**src/design/qcv_pkg.sv**
```systemverilog
// Shared types and constants for the quadrature counter with speed estimate.
`default_nettype none

package qcv_pkg;

  localparam int CFG_W   = 16;
  localparam int TIME_W  = 32;
  localparam int POS_W   = 32;
  localparam int SPEED_W = 48;
  localparam int DIV_W   = CFG_W + TIME_W;
  localparam int CH_W    = 16;

  // round(2*pi * 1e6 * 2^25)
  localparam logic [63:0] ANGLE_K25 = 64'd210828714133157;

  localparam logic [CFG_W-1:0] PPR_RESET  = 16'd1024;
  localparam logic [CFG_W-1:0] MIN_RESET  = 16'd1000;
  localparam logic [CFG_W-1:0] GAIN_RESET = 16'd19661;

  localparam logic [1:0] CFG_PPR          = 2'd0;
  localparam logic [1:0] CFG_MIN_INTERVAL = 2'd1;
  localparam logic [1:0] CFG_FILTER_GAIN  = 2'd2;

  typedef enum logic [1:0] {
    REQ_EDGE_A = 2'd0,
    REQ_EDGE_B = 2'd1,
    REQ_SPEED  = 2'd2,
    REQ_RESET  = 2'd3
  } req_t;

  typedef struct packed {
    logic [1:0]        req_type;
    logic              level_a;
    logic              level_b;
    logic [TIME_W-1:0] now_us;
  } in_t;

  typedef struct packed {
    logic signed [POS_W-1:0]   position_count;
    logic signed [SPEED_W-1:0] speed;
    logic                      speed_valid;
  } out_t;

  typedef struct packed {
    logic latch;
    logic prep;
    logic mul_step;
    logic div_step;
    logic filt1;
    logic filt2;
    logic filt3;
    logic emit;
  } cmd_t;

  typedef struct packed {
    logic speed_go;
    logic cnt_zero;
  } status_t;

endpackage

`default_nettype wire

```
**src/design/qcv_ctrl.sv**
```systemverilog
// Controller: sequences prep, multiply, divide, filter and result transfer.
`default_nettype none

module qcv_ctrl (
  input  logic             clk,
  input  logic             rst,
  input  logic             in_valid,
  output logic             in_ready,
  output logic             out_valid,
  input  logic             out_ready,
  input  qcv_pkg::status_t st,
  output qcv_pkg::cmd_t    cmd
);
  import qcv_pkg::*;

  typedef enum logic [2:0] {
    S_IDLE,
    S_PREP,
    S_MUL,
    S_DIV,
    S_FILT1,
    S_FILT2,
    S_FILT3,
    S_EMIT
  } state_t;

  state_t state;
  state_t state_next;

  always_comb begin
    in_ready     = (state == S_IDLE);
    cmd          = '0;
    cmd.latch    = (state == S_IDLE) && in_valid;
    cmd.prep     = (state == S_PREP);
    cmd.mul_step = (state == S_MUL);
    cmd.div_step = (state == S_DIV);
    cmd.filt1    = (state == S_FILT1);
    cmd.filt2    = (state == S_FILT2);
    cmd.filt3    = (state == S_FILT3);
    cmd.emit     = (state == S_EMIT) && (!out_valid || out_ready);
    state_next   = state;
    unique case (state)
      S_IDLE:  if (in_valid) state_next = S_PREP;
      S_PREP:  state_next = st.speed_go ? S_MUL : S_EMIT;
      S_MUL:   if (st.cnt_zero) state_next = S_DIV;
      S_DIV:   if (st.cnt_zero) state_next = S_FILT1;
      S_FILT1: state_next = S_FILT2;
      S_FILT2: state_next = S_FILT3;
      S_FILT3: state_next = S_EMIT;
      S_EMIT:  if (cmd.emit) state_next = S_IDLE;
      default: state_next = S_IDLE;
    endcase
  end

  always_ff @(posedge clk) begin
    if (rst) begin
      state     <= S_IDLE;
      out_valid <= 1'b0;
    end else begin
      state <= state_next;
      if (cmd.emit) begin
        out_valid <= 1'b1;
      end else if (out_ready) begin
        out_valid <= 1'b0;
      end
    end
  end

  a_cmd_single: assert property (@(posedge clk) disable iff (rst)
    $onehot0(cmd))
    else $error("more than one datapath command active");

  a_latch_prep: assert property (@(posedge clk) disable iff (rst)
    cmd.latch |=> cmd.prep)
    else $error("accepted item not prepared next cycle");

  a_no_overwrite: assert property (@(posedge clk) disable iff (rst)
    (out_valid && !out_ready) |-> !cmd.emit)
    else $error("pending result overwritten");

endmodule

`default_nettype wire

```
**config.mk**
```make
export PLATFORM = sky130hd
export DESIGN_NAME = qcv_ctrl
export DESIGN_NICKNAME = d
export VERILOG_FILES = /design/src/design/qcv_pkg.sv /design/src/design/qcv_ctrl.sv
export SDC_FILE = /design/constraint.sdc
export NUM_CORES = 1
export LEC_CHECK = 0
export ABC_AREA = 1
export BUFFER_PORTS_ARGS = -buffer_cell sky130_fd_sc_hd__buf_4
export CORE_AREA = 2 2 39 41
export DETAILED_ROUTE_END_ITERATION = 8
export DIE_AREA = 0 0 41 43
export GPL_TIMING_DRIVEN = 1
export PLACE_DENSITY = 0.62
export SLEW_MARGIN = 20
export SYNTH_ARGS = -nofsm -noshare
export SYNTH_HDL_FRONTEND = slang
export SYNTH_SLANG_ARGS = --single-unit
```
**constraint.sdc**
```tcl
create_clock -name clk -period 1.3 [get_ports clk]
set_clock_uncertainty 0.05 [all_clocks]
set_input_delay 0.13 -clock clk [delete_from_list [all_inputs] [get_ports clk]]
set_output_delay 0.13 -clock clk [all_outputs]
set_load 0.005 [all_outputs]
```
After elaboration in Yosys (flattened, before gate mapping)
Index checks and enable logic that the tools add are counted.
- mux-type cells: 8
- equality and inequality tests: 11
- reductions and logical operators: 7
- operators by type and width (kind ; number):
    $pmux W3 S8 ; 1
    $mux W3 ; 5
    $eq A3 B3 Y1 const B ; 4
    $ne A2 B2 Y1 const B ; 4
    $eq A3 B2 Y1 const B ; 2
    $reduce_and A4 Y1 ; 1
    $eq A3 B1 Y1 const B ; 1
    $logic_not A3 Y1 ; 1
    $logic_and A1 B1 Y1 ; 2
    $mux W1 ; 2
    $reduce_bool A2 Y1 ; 1
    $logic_not A1 Y1 ; 1
    $logic_or A1 B1 Y1 ; 1
- input port bits: 6
- output and inout bits: 10
- flip-flop bits (word level): 4
- word-level logic and storage cells: 28

Longest topological paths before layout
- depth after elaboration: 5
- gate-level depth with buffers: 9
- mapped depth without buffers: 9

Worst setup path after synthesis
OpenSTA, ideal clock, no wires.
- path type: register to register
- start point: register state[0]
- end point: register state[1]
- data required time: 1.137 ns
- arrival: 1.045 ns
- setup slack: 0.092 ns
- period minus slack after synthesis: 1.208 ns
- library setup time: 0.113 ns
- buffers on the path: 0
- cell stages (with the launch flop): 10
- cell sequence: dfxtp_1 -> ha_1 -> nand2_1 -> inv_1 -> nand2_1 -> nand2_1 -> nor2_2 -> nand2_1 -> nand2_1 -> nor2_1
- cells in the longest elaborated chain, start to end: 4
- elaborated cells between the ends (all ways): 15
- those cells by class: eq/ne: 11; mux: 1; reduce/logical: 3
- RTL lines (item ; line ; text):
    from (decl) ; qcv_ctrl.sv:27 ; state_t state;
    from (signal assigned) ; qcv_ctrl.sv:60 ; state <= state_next;
    $eq A3 B3 Y1 ; qcv_ctrl.sv:40, qcv_ctrl.sv:42 ;
    $logic_and A1 B1 Y1 ; qcv_ctrl.sv:40 ; cmd.emit = (state == S_EMIT) && (!out_valid || out_ready);
    $ne A2 B2 Y1 (no source line) ; -- ;
    $reduce_and A4 Y1 (no source line) ; -- ;
Parallel ways exist; a longest one is shown, timed or not.
A chain may end at the register's enable or synchronous reset.

==> reports/metrics.cfg <==
[drt]
vias=454
wl_per_cell_um=8.16
vias_per_cell=4.24
drt-total-wl_um=873
drtIter0Drc=5
drc=0
antenna_left=0
drt_pass1_iterations=3

[yosys]
yosys_warnings=0
synthCells=70
synth_area_um2=373
avgSynthCellArea_um2=5.33
yosys.area.top_type_share_pct=23.2
seq_area_frac_synth_pct=21.5
synthDistinctLibCells=10
ys_ff_latch=4
synthTopCellsByArea=nand2_1, dfxtp_1, inv_1
yosysTopAreaCell=nand2_1
synth_fp_nets=80

[final_layout]
area_growth_pct=74.2
fin_util_pct=46.9
drive_gt1_share_pct=49.5
final_cells=107
diodes=0
nets=103

[timing]
rsz0062_at_grt=true
fmax_mhz=789
maxSlewViolCount=0
worst_pin_slew_ns=0.213
finalSetupViolCount=0
hold_viol=0
finalCritPeriodShare_pct=97.4
period_minus_slack_ns=1.27
max_slew_margin_pct=85.8

[clocking]
cts_buffers=3
cts_buffer_depth=2
path_clk_slew_ns=0.04
htreeDepth=1
clock_latency_ns=0.23
hold_buffers=0
root_buffer=clkbuf_4
cts_tree=done
cts_sinks=4

[run_status]
status=finished, final reports clean

[critical_path]
path_class=register to output port
critPathArrivalTime_ns=1.09
r2r_start=state[1]
startpoint_type=register
cp-end-kind=output port
cp.required_ns=1.12
crit_fanout=4
startpoint=state[1]

[global_route]
grtUsageTotal_pct=11.9
grt_max_degree=8
grt_pass1_wl_um=1420
grt_pass1_vias=395
antenna_found_initial=0
grt-ovfl-total=0

[floorplan]
die-area_mm2=0.00176
ioPinCount=16
rows=14
coreArea_mm2=0.00138
die_w_um=41
start_util_pct=26.9
die_h_um=43

[pwr]
power_density_mw_per_mm2=1870
ir_worst_vdd_v=0.000946
leakage_nw=0.403

[place]
io_buffers=15
routabilityCongestion=0.800
placed_cells=101
dp_hpwl_um=690

[job]
max-cap-violations=0

[hold_path]
min-delay-start=rst
hp-class=input pin to register

==> through the flow <==
| step | worst slack (ns) | total power [mW] | cell area [um^2] | TNS, ns | hold slack, ns |
|---|---|---|---|---|---|
| detailed placement | -0.0295 | 0.834 | 505 | -0.0627 | 0.258 |
| global route | -0.0465 | 1.36 | 649 | -0.323 | 0.00617 |
| CTS | -0.00999 | 1.01 | 538 | -0.00999 | 0.0175 |
| finish | 0.0332 | 1.22 | 649 | 0 | 0.0159 |
| global placement | -0.0270 | 0.830 | 505 | -0.0360 | 0.257 |
| floorplan | 0.0922 | 0.613 | 373 | 0 | 0.149 |
==> final cells by class <==
cell class              count  area [um^2]
clock buffers               3         22.5
fillers                   146          734
inverters                  17         68.8
multi-input cells          49          314
flip-flops and latches      4         88.8
well taps                  16         20.0
repair buffers             18          135
==> worst max-delay path, cell delays in order (launching register included) <==
cell and delay (ns):
dfxtp_4 0.39, inv_4 0.06, ha_4 0.15, nand2_1 0.09, inv_1 0.05, buf_4 0.12
==> layout by cell type (no fill, tap or decap) <==
master	instances
a21oi_1	1
buf_4	18
clkbuf_4	3
dfxtp_1	1
dfxtp_2	1
dfxtp_4	2
ha_4	4
inv_1	11
inv_2	4
inv_4	2
nand2_1	16
nand2_2	6
nand2_4	1
nand3_1	3
nand3_2	1
nor2_1	14
nor2_2	2
nor3_2	1
==> cell families (layout without fill, tap and decap cells) <==
kind of cell / Yosys count / in the layout / share of synthesized area, %
buffers and inverters: 17 / 38 / 17.1
flip-flops: 4 / 4 / 21.5
AND/OR/NAND/NOR: 44 / 44 / 46.6
AO/OA/AOI/OAI: 1 / 1 / 1.34
adder cells (fa/ha/maj): 4 / 4 / 13.4
==> timing repair <==
item                                   CTS  global route
pin swaps                                2             4
setup endpoints to repair               11            12
endpoints found under the hold margin    0             0
setup buffers                            0             3
gates cloned                             0             0
resized for setup                        7            24
==> synthesized netlist by cell type <==
library cell  instances
nand2_1              23
inv_1                16
nor2_1               15
dfxtp_1               4
ha_1                  4
nand3_1               4
a21oi_1               1
inv_2                 1
nor2_2                1
nor3_1                1
==> registers in the layout, indices dropped and copies added, names as in the netlist <==
signal,cells
state,3
out_valid,1
==> power by group <==
group          internal [mW]  switching (mW)  leakage (nW)
Clock                  0.103          0.0435        0.0138
Combinational          0.389           0.410         0.355
Sequential             0.181          0.0901        0.0345
==> final timing paths <==
path | endpoint | slack (ns) | cells after the start
worst max-delay path | cmd[2] | 0.03 | 5
worst min-delay path | state[2] | 0.02 | 2
worst max register to register | state[0] | 0.05 | 9
worst min register to register | state[1] | 0.50 | 2
==> routing by layer <==
metal  GRT usage [%]  routed length (um)
met4            8.00                   0
met5               0                   0
met2            19.1                 512
met3            3.14                  23
met1            12.8                 337
Power figures use the tool's default switching activity.
